<file path="config.mk">
export PLATFORM = sky130hd
export DESIGN_NAME = point_in_polygon_test_unit
export DESIGN_NICKNAME = d
export VERILOG_FILES = /design/src/rtl/pip_pkg.sv /design/src/rtl/pip_front.sv /design/src/rtl/pip_queue.sv /design/src/rtl/pip_back.sv /design/src/rtl/point_in_polygon_test_unit.sv
export VERILOG_INCLUDE_DIRS = /design/src /design/src/rtl
export SDC_FILE = /design/constraint.sdc
export NUM_CORES = 2
export LEC_CHECK = 0
export BUFFER_PORTS_ARGS = -buffer_cell sky130_fd_sc_hd__buf_2
export CAP_MARGIN = 0
export CORE_MARGIN = 5
export CORE_UTILIZATION = 59
export DETAILED_ROUTE_END_ITERATION = 16
export PLACE_DENSITY = 0.73
export RECOVER_POWER = 50
export SLEW_MARGIN = 20
export SYNTH_ARGS = -nofsm -noshare
export SYNTH_HDL_FRONTEND = slang
export SYNTH_SLANG_ARGS = --single-unit
export TNS_END_PERCENT = 5
</file>
<file path="constraint.sdc">
create_clock -name clk -period 21.3 [get_ports clk]
set_clock_uncertainty 0.05 [all_clocks]
set_input_delay 3.195 -clock clk [delete_from_list [all_inputs] [get_ports clk]]
set_output_delay 3.195 -clock clk [all_outputs]
set_load 0.02 [all_outputs]
</file>
<file path="src/rtl/assert_macros.svh">
// ----------------------------------------------------------------------------
// assert_macros : shared assertion macros
// clocked on clk, disabled while arst_n is low
// ----------------------------------------------------------------------------
`ifndef ASSERT_MACROS_SVH
`define ASSERT_MACROS_SVH

// property must hold at every clock edge out of reset
`define PIP_ASSERT(lbl, prop, msg) \
	lbl: assert property (@(posedge clk) disable iff (!arst_n) prop) else $error(msg);

// condition must never be seen at a clock edge out of reset
`define PIP_ASSERT_NEVER(lbl, cond, msg) \
	lbl: assert property (@(posedge clk) disable iff (!arst_n) !(cond)) else $error(msg);

`endif

</file>
<file path="src/rtl/pip_pkg.sv">
// ----------------------------------------------------------------------------
// pip_pkg
// types, constants and edge setup shared by the point-in-polygon test unit
// ----------------------------------------------------------------------------
package pip_pkg;

	localparam int COORD_WIDTH  = 16;
	localparam int DIFF_W       = COORD_WIDTH + 1;
	localparam int PROD_W       = 2 * DIFF_W;
	localparam int VCNT_W       = 2;
	localparam logic [VCNT_W-1:0] MIN_VERTICES = VCNT_W'(3);
	localparam int QUEUE_DEPTH  = 4;
	localparam int QPTR_W       = $clog2(QUEUE_DEPTH);
	localparam int QCNT_W       = $clog2(QUEUE_DEPTH + 1);

	typedef logic signed [COORD_WIDTH-1:0] coord_t;
	typedef logic signed [DIFF_W-1:0]      diff_t;
	typedef logic signed [PROD_W-1:0]      prod_t;

	typedef struct packed {
		coord_t point_x;
		coord_t point_y;
		coord_t vertex_x;
		coord_t vertex_y;
		logic   last_vertex;
	} pip_in_t;

	typedef struct packed {
		logic inside_res;
		logic valid_polygon;
	} pip_out_t;

	// one edge test: crossing when en and (pos ? a*d < c*e : c*e < a*d)
	typedef struct packed {
		logic  en;
		logic  pos;
		diff_t a;
		diff_t d;
		diff_t c;
		diff_t e;
	} pip_edge_t;

	typedef struct packed {
		pip_edge_t edge_prev;
		pip_edge_t edge_close;
		logic      last;
		logic      valid_poly;
	} pip_cmd_t;

	// edge from vertex i to vertex j against the ray from the query point
	function automatic pip_edge_t make_edge(input coord_t qx, input coord_t qy,
		input coord_t xi, input coord_t yi, input coord_t xj, input coord_t yj);
		pip_edge_t r;
		r.en  = (yi > qy) != (yj > qy);
		r.d   = DIFF_W'(yj) - DIFF_W'(yi);
		r.pos = (yj > yi);
		r.a   = DIFF_W'(qx) - DIFF_W'(xi);
		r.c   = DIFF_W'(xj) - DIFF_W'(xi);
		r.e   = DIFF_W'(qy) - DIFF_W'(yi);
		return r;
	endfunction

endpackage

</file>
<file path="src/rtl/pip_front.sv">
// ----------------------------------------------------------------------------
// pip_front
// accepts vertices, tracks polygon state and issues edge-test commands
// ----------------------------------------------------------------------------
`include "assert_macros.svh"

module pip_front (
	input  logic              clk,
	input  logic              arst_n,
	input  logic              req_valid,
	output logic              req_ready,
	input  pip_pkg::pip_in_t  req,
	input  logic              queue_full,
	output logic              push,
	output pip_pkg::pip_cmd_t cmd
);

	logic [pip_pkg::VCNT_W-1:0] count_q;
	logic [pip_pkg::VCNT_W-1:0] count_nxt;
	pip_pkg::coord_t            query_x_q, query_y_q;
	pip_pkg::coord_t            first_x_q, first_y_q;
	pip_pkg::coord_t            prev_x_q, prev_y_q;
	pip_pkg::coord_t            qx, qy, fx, fy;
	logic                       is_first;

	assign req_ready = !queue_full;
	assign push      = req_valid && req_ready;
	assign is_first  = (count_q == '0);

	always_comb begin
		qx = is_first ? req.point_x : query_x_q;
		qy = is_first ? req.point_y : query_y_q;
		fx = is_first ? req.vertex_x : first_x_q;
		fy = is_first ? req.vertex_y : first_y_q;
		if (is_first) begin
			count_nxt = pip_pkg::VCNT_W'(1);
		end else if (count_q == pip_pkg::MIN_VERTICES) begin
			count_nxt = count_q;
		end else begin
			count_nxt = count_q + pip_pkg::VCNT_W'(1);
		end
	end

	always_comb begin
		cmd.edge_prev  = pip_pkg::make_edge(qx, qy, req.vertex_x, req.vertex_y,
			prev_x_q, prev_y_q);
		cmd.edge_close = pip_pkg::make_edge(qx, qy, fx, fy,
			req.vertex_x, req.vertex_y);
		cmd.edge_prev.en  = cmd.edge_prev.en && !is_first;
		cmd.edge_close.en = cmd.edge_close.en && req.last_vertex;
		cmd.last          = req.last_vertex;
		cmd.valid_poly    = req.last_vertex && (count_nxt == pip_pkg::MIN_VERTICES);
	end

	always_ff @(posedge clk or negedge arst_n) begin
		if (!arst_n) begin
			count_q <= '0;
		end else if (push) begin
			count_q <= req.last_vertex ? '0 : count_nxt;
		end
	end

	always_ff @(posedge clk) begin
		if (push) begin
			query_x_q <= qx;
			query_y_q <= qy;
			first_x_q <= fx;
			first_y_q <= fy;
			prev_x_q  <= req.vertex_x;
			prev_y_q  <= req.vertex_y;
		end
	end

	`PIP_ASSERT(a_count_saturates, (push && !req.last_vertex && count_q == pip_pkg::MIN_VERTICES) |=> (count_q == pip_pkg::MIN_VERTICES), "vertex count left saturation")

endmodule

</file>
<file path="src/rtl/pip_queue.sv">
// ----------------------------------------------------------------------------
// pip_queue
// short command queue between front and back
// ----------------------------------------------------------------------------
`include "assert_macros.svh"

module pip_queue (
	input  logic              clk,
	input  logic              arst_n,
	input  logic              push,
	input  pip_pkg::pip_cmd_t push_cmd,
	input  logic              pop,
	output pip_pkg::pip_cmd_t pop_cmd,
	output logic              full,
	output logic              empty
);

	pip_pkg::pip_cmd_t          mem_q [pip_pkg::QUEUE_DEPTH];
	logic [pip_pkg::QPTR_W-1:0] wr_ptr_q, rd_ptr_q;
	logic [pip_pkg::QCNT_W-1:0] count_q;

	assign full    = (count_q == pip_pkg::QCNT_W'(pip_pkg::QUEUE_DEPTH));
	assign empty   = (count_q == '0);
	assign pop_cmd = mem_q[rd_ptr_q];

	always_ff @(posedge clk or negedge arst_n) begin
		if (!arst_n) begin
			wr_ptr_q <= '0;
			rd_ptr_q <= '0;
			count_q  <= '0;
		end else begin
			if (push) begin
				wr_ptr_q <= wr_ptr_q + pip_pkg::QPTR_W'(1);
			end
			if (pop) begin
				rd_ptr_q <= rd_ptr_q + pip_pkg::QPTR_W'(1);
			end
			if (push && !pop) begin
				count_q <= count_q + pip_pkg::QCNT_W'(1);
			end else if (pop && !push) begin
				count_q <= count_q - pip_pkg::QCNT_W'(1);
			end
		end
	end

	always_ff @(posedge clk) begin
		if (push) begin
			mem_q[wr_ptr_q] <= push_cmd;
		end
	end

	`PIP_ASSERT_NEVER(a_no_overflow, push && full, "push into full queue")
	`PIP_ASSERT_NEVER(a_no_underflow, pop && empty, "pop from empty queue")

endmodule

</file>
<file path="src/rtl/pip_back.sv">
// ----------------------------------------------------------------------------
// pip_back
// cross-multiplied edge tests, parity accumulation and result register
// ----------------------------------------------------------------------------
`include "assert_macros.svh"

module pip_back (
	input  logic              clk,
	input  logic              arst_n,
	input  logic              queue_empty,
	input  pip_pkg::pip_cmd_t cmd,
	output logic              pop,
	output logic              res_valid,
	input  logic              res_ready,
	output pip_pkg::pip_out_t res
);

	logic              advance;
	logic              valid_s1;
	logic              last_s1, valid_poly_s1;
	logic              en_p_s1, pos_p_s1, en_c_s1, pos_c_s1;
	pip_pkg::prod_t    ad_p_s1, ce_p_s1, ad_c_s1, ce_c_s1;
	logic              cross_p, cross_c, parity_nxt;
	logic              parity_q;
	logic              res_valid_q;
	pip_pkg::pip_out_t res_q;

	assign advance   = !res_valid_q || res_ready;
	assign pop       = advance && !queue_empty;
	assign res_valid = res_valid_q;
	assign res       = res_q;

	// products of both edges
	always_ff @(posedge clk or negedge arst_n) begin
		if (!arst_n) begin
			valid_s1 <= 1'b0;
		end else if (advance) begin
			valid_s1 <= pop;
		end
	end

	always_ff @(posedge clk) begin
		if (pop) begin
			ad_p_s1       <= cmd.edge_prev.a * cmd.edge_prev.d;
			ce_p_s1       <= cmd.edge_prev.c * cmd.edge_prev.e;
			ad_c_s1       <= cmd.edge_close.a * cmd.edge_close.d;
			ce_c_s1       <= cmd.edge_close.c * cmd.edge_close.e;
			en_p_s1       <= cmd.edge_prev.en;
			pos_p_s1      <= cmd.edge_prev.pos;
			en_c_s1       <= cmd.edge_close.en;
			pos_c_s1      <= cmd.edge_close.pos;
			last_s1       <= cmd.last;
			valid_poly_s1 <= cmd.valid_poly;
		end
	end

	// compare and parity
	always_comb begin
		cross_p    = en_p_s1 && (pos_p_s1 ? (ad_p_s1 < ce_p_s1) : (ce_p_s1 < ad_p_s1));
		cross_c    = en_c_s1 && (pos_c_s1 ? (ad_c_s1 < ce_c_s1) : (ce_c_s1 < ad_c_s1));
		parity_nxt = parity_q ^ cross_p ^ cross_c;
	end

	always_ff @(posedge clk or negedge arst_n) begin
		if (!arst_n) begin
			parity_q    <= 1'b0;
			res_valid_q <= 1'b0;
		end else if (advance) begin
			res_valid_q <= valid_s1 && last_s1;
			if (valid_s1) begin
				parity_q <= last_s1 ? 1'b0 : parity_nxt;
			end
		end
	end

	always_ff @(posedge clk) begin
		if (advance && valid_s1 && last_s1) begin
			res_q.inside_res    <= parity_nxt && valid_poly_s1;
			res_q.valid_polygon <= valid_poly_s1;
		end
	end

	`PIP_ASSERT(a_parity_cleared, (advance && valid_s1 && last_s1) |=> !parity_q, "parity not cleared after result")
	`PIP_ASSERT_NEVER(a_invalid_not_inside, res_valid_q && !res_q.valid_polygon && res_q.inside_res, "inside reported for invalid polygon")

endmodule

</file>
<file path="src/rtl/point_in_polygon_test_unit.sv">
// ----------------------------------------------------------------------------
// point_in_polygon_test_unit
// crossing-number point-in-polygon test, one polygon vertex per request.
// requests arrive on req_valid / req_ready; the first vertex of a polygon
// also latches the query point. a request with last_vertex set closes the
// polygon and yields one result on res_valid / res_ready; other requests
// yield none.
// throughput: one request per cycle while req_ready is high. a result is
// registered after the closing request is accepted, through the command
// queue, the product register and the result register.
// while the receiver stalls, the result holds and the back end stops; the
// four-entry command queue keeps taking requests until it fills, then
// req_ready drops.
// reset clears polygon state, the queue and the result valid flag; the first
// request after reset starts a new polygon.
// ----------------------------------------------------------------------------
module point_in_polygon_test_unit (
	input  logic              clk,
	input  logic              arst_n,
	input  logic              req_valid,
	output logic              req_ready,
	input  pip_pkg::pip_in_t  req,
	output logic              res_valid,
	input  logic              res_ready,
	output pip_pkg::pip_out_t res
);

	pip_pkg::pip_cmd_t push_cmd, pop_cmd;
	logic              push, pop, queue_full, queue_empty;

	pip_front u_front (
		.clk        (clk),
		.arst_n     (arst_n),
		.req_valid  (req_valid),
		.req_ready  (req_ready),
		.req        (req),
		.queue_full (queue_full),
		.push       (push),
		.cmd        (push_cmd)
	);

	pip_queue u_queue (
		.clk      (clk),
		.arst_n   (arst_n),
		.push     (push),
		.push_cmd (push_cmd),
		.pop      (pop),
		.pop_cmd  (pop_cmd),
		.full     (queue_full),
		.empty    (queue_empty)
	);

	pip_back u_back (
		.clk         (clk),
		.arst_n      (arst_n),
		.queue_empty (queue_empty),
		.cmd         (pop_cmd),
		.pop         (pop),
		.res_valid   (res_valid),
		.res_ready   (res_ready),
		.res         (res)
	);

endmodule

</file>
==> summary.md <==
| Metric | Value |
|---|---|
| Outcome | finished, violations left |
| Failing checks | max-capacitance violations, max-slew violations |
| Sequential-to-total area share from yosys stat | 30.6% |
| GPL Wtd Cong | 0.968 |
| TritonCTS Buffers | 86 |
| I/O pin cnt | 73 |
| Biggest fanout along the worst timing path | 71 |
| Post_cts resized | 0 |
| Via count | 53600 |
| Reg2reg end | u_back.ce_p_s1[33]$_DFFE_PP_ |
| Layout cells sized above 1 | 5.16% |
| CTS max path bufs | 3 |
| Synthesized instance count | 7363 |
| Clk sink count | 820 |
| Fin crit period | 14150 ps |
| Setup Fix Bufs, Post-CTS | 0 |
| DRT Pass-1 Iters | 6 |
| Reg clk slew, reported paths | 60 ps |
| WP data arrival | 14510 ps |
| Area of the core | 135000 sq um |
| Synth cell count leaders | inv_1 (1441), fa_1 (1193), edfxtp_1 (808) |
| Distinct cells, synth | 81 |
| Max H-tree Level | 3 |
| Iter 0 DRT Violations | 4340 |
| DRC viols | 0 |
| Type of destination of the critical path | register |
| GR Overflow Total | 0 |
| Die area | 144000 sq um |
| Vias per cell | 5.78 |
| DRT antenna net count | 0 |
| Tot GR Track Use | 29.0% |
| MaxCap Viol Count | 17 |
| Number of port buffers | 72 |
| Req. time, crit path | 21660 ps |
| Hold buffers post-CTS | 0 |
| Fmax | 70.7 MHz |
| EDFF count, synth | 808 |
| Top cell type's share of synthesized area | 30.2% |
| Cell Area, Synth | 80300 sq um |
| Worst Hold Path EP | u_back.res[0]$_DFFE_PP_ |
| Hpwl dp | 159000 um |
| Per-cell routed wire length | 21.8 um |
| Max_slew headroom | -177% |
| FP Rows | 135 |
| CP Launch Type | register |
| Root Buffer | clkbuf_16 |
| Max-slew violations | 920 |
| Initial antenna violation count | 34 |
| Hold/Removal Path Class | register to register |
| Synth Flop Type | edfxtp_1 |
| Synth async-reset ratio | 1.46% |
| Total length of routed wires | 202000 um |
| YS warnings | 0 |
| Yosys top cell by area | edfxtp_1 |
| Final Setup Violations | 0 |
| First-pass GRT wire length | 319000 um |
| Final Cycle Share | 66.4% |
| Synth Net Count | 9186 |
| Vias in the first global route | 57100 |
| Hold path start | u_back.valid_poly_s1$_DFFE_PP_ |
| CTS tree | built |
| Synth top area cells | edfxtp_1 (30%), fa_1 (30%), ha_1 (8.7%) |
| Final nets | 9227 |
| Die Width | 379 um |
| Post-synthesis average cell area | 10.9 sq um |
| Worst reg-to-reg setup slack | 7150 ps |
| CP Class | register to register |
| Die Span Y | 379 um |
| RSZ-0062 raised after global routing | no |
| Seq cells post-synth | 820 |
| RR Startpoint | u_queue.rd_ptr_q[0]$_DFFE_PN0P_ |
| Worst Tran Pin Value | 4160 ps |
| Synthesis-to-finish area growth | 6.51% |
| Worst skew pair latency | 700 ps |
| Worst R2R Path Depth | 23 |
| Top-count cell post-synth | inv_1 |
| Final Hold Viols | 0 |
| Hold Crit Depth | 0 |
| Initial core utilization | 59.3% |
| Setup tns final | 0 ps |
| Largest net degree at the start of global routing | 73 |
worst max-delay path, cell delays in order, from the launching register on:
cell and delay, ps:
dfrtp_1 1860, clkbuf_1 2420, clkbuf_1 2440, o21ai_2 950
or2_2 610, inv_1 90, fa_1 430, fa_1 550
fa_1 450, fa_1 540, fa_1 510, inv_1 50
fa_1 480, inv_1 40, ha_1 380, o21ai_0 380
o21bai_1 190, o211a_1 230, o211ai_1 170, a31oi_1 320
a21oi_1 170, a21o_1 210, a21oi_1 160, xnor2_1 90
through the flow:
step	utilization, %	instances	cell area [sq um]	setup slack [ps]	hold slack, ps
after floorplan	-	7363	80300	12900	367
after global placement	61.1	9097	82800	11260	400
after detailed placement	61.1	9097	82800	11110	397
after CTS	63.2	9257	85700	11060	410
after global routing	63.1	9257	85500	6220	435
final	63.2	9278	85600	7150	410
cell families after synthesis:
logic type	Yosys count	share of synthesized area, %
compound gates	767	6.07
xor+xnor	229	2.51
fa+ha+maj	1754	38.5
buf+inv	1626	7.62
flops	820	30.6
mux	316	4.68
simple gates	1851	10.1
sequential cells by signal (all words and copies together) (netlist names), 34 cells and up:
signal and cells:
u_back.ad_p_s1 34, u_queue.mem_q 568, u_back.ce_c_s1 34, u_back.ad_c_s1 34, u_back.ce_p_s1 34
cell type report:
cell class              instances  area (sq um)
clock buffers                 105          2280
inverters                    1441          5410
flip-flops and latches        820         24600
fillers                     10800         49900
clock inverters                55           616
repair buffers                138           736
well taps                    1781          2230
multi-input cells            4917         49700
diodes                         21          52.6
placed cells by master (no fill, tap or decap), types with 82 or more instances in the layout:
master        n
nor2_1      707
mux2_2      108
xnor2_1     194
inv_1      1440
clkbuf_16    88
and2_1       89
nand2b_1     93
o21a_1      105
clkbuf_1     82
nand2_1     655
a21oi_1     157
o21ai_1     154
a21o_1       84
ha_1        561
fa_1       1193
edfxtp_1    808
mux2i_1     157
per-layer routing:
metal	track usage (%)	vias up	routed length [um]
li1	-	23800	-
met3	6.13	444	17400
met5	0	-	188
met4	12.2	26	9810
met2	47.4	2102	95700
met1	37.9	27200	79100
worst max-delay path by stage:
| stage | slack, ps | endpoint | start | cells past startpoint |
|---|---|---|---|---|
| final | 7150 | u_back.ce_p_s1[33]$_DFFE_PP_ | u_queue.rd_ptr_q[0]$_DFFE_PN0P_ | 23 |
| after floorplan | 12900 | u_queue.count_q[1]$_DFFE_PN0P_ | res_ready | 7 |
| after CTS | 11060 | u_back.ad_c_s1[32]$_DFFE_PP_ | u_queue.rd_ptr_q[1]$_DFFE_PN0P_ | 28 |
| after global placement | 11260 | u_back.ad_p_s1[25]$_DFFE_PP_ | u_queue.rd_ptr_q[1]$_DFFE_PN0P_ | 25 |
| after global routing | 6220 | u_back.ce_p_s1[32]$_DFFE_PP_ | u_queue.rd_ptr_q[0]$_DFFE_PN0P_ | 24 |
| after detailed placement | 11110 | u_back.ad_c_s1[32]$_DFFE_PP_ | u_queue.rd_ptr_q[1]$_DFFE_PN0P_ | 27 |
Power is left out: the tool's default activity adds up to more than one toggle a clock period on the data nets, which glitch-free logic cannot reach.
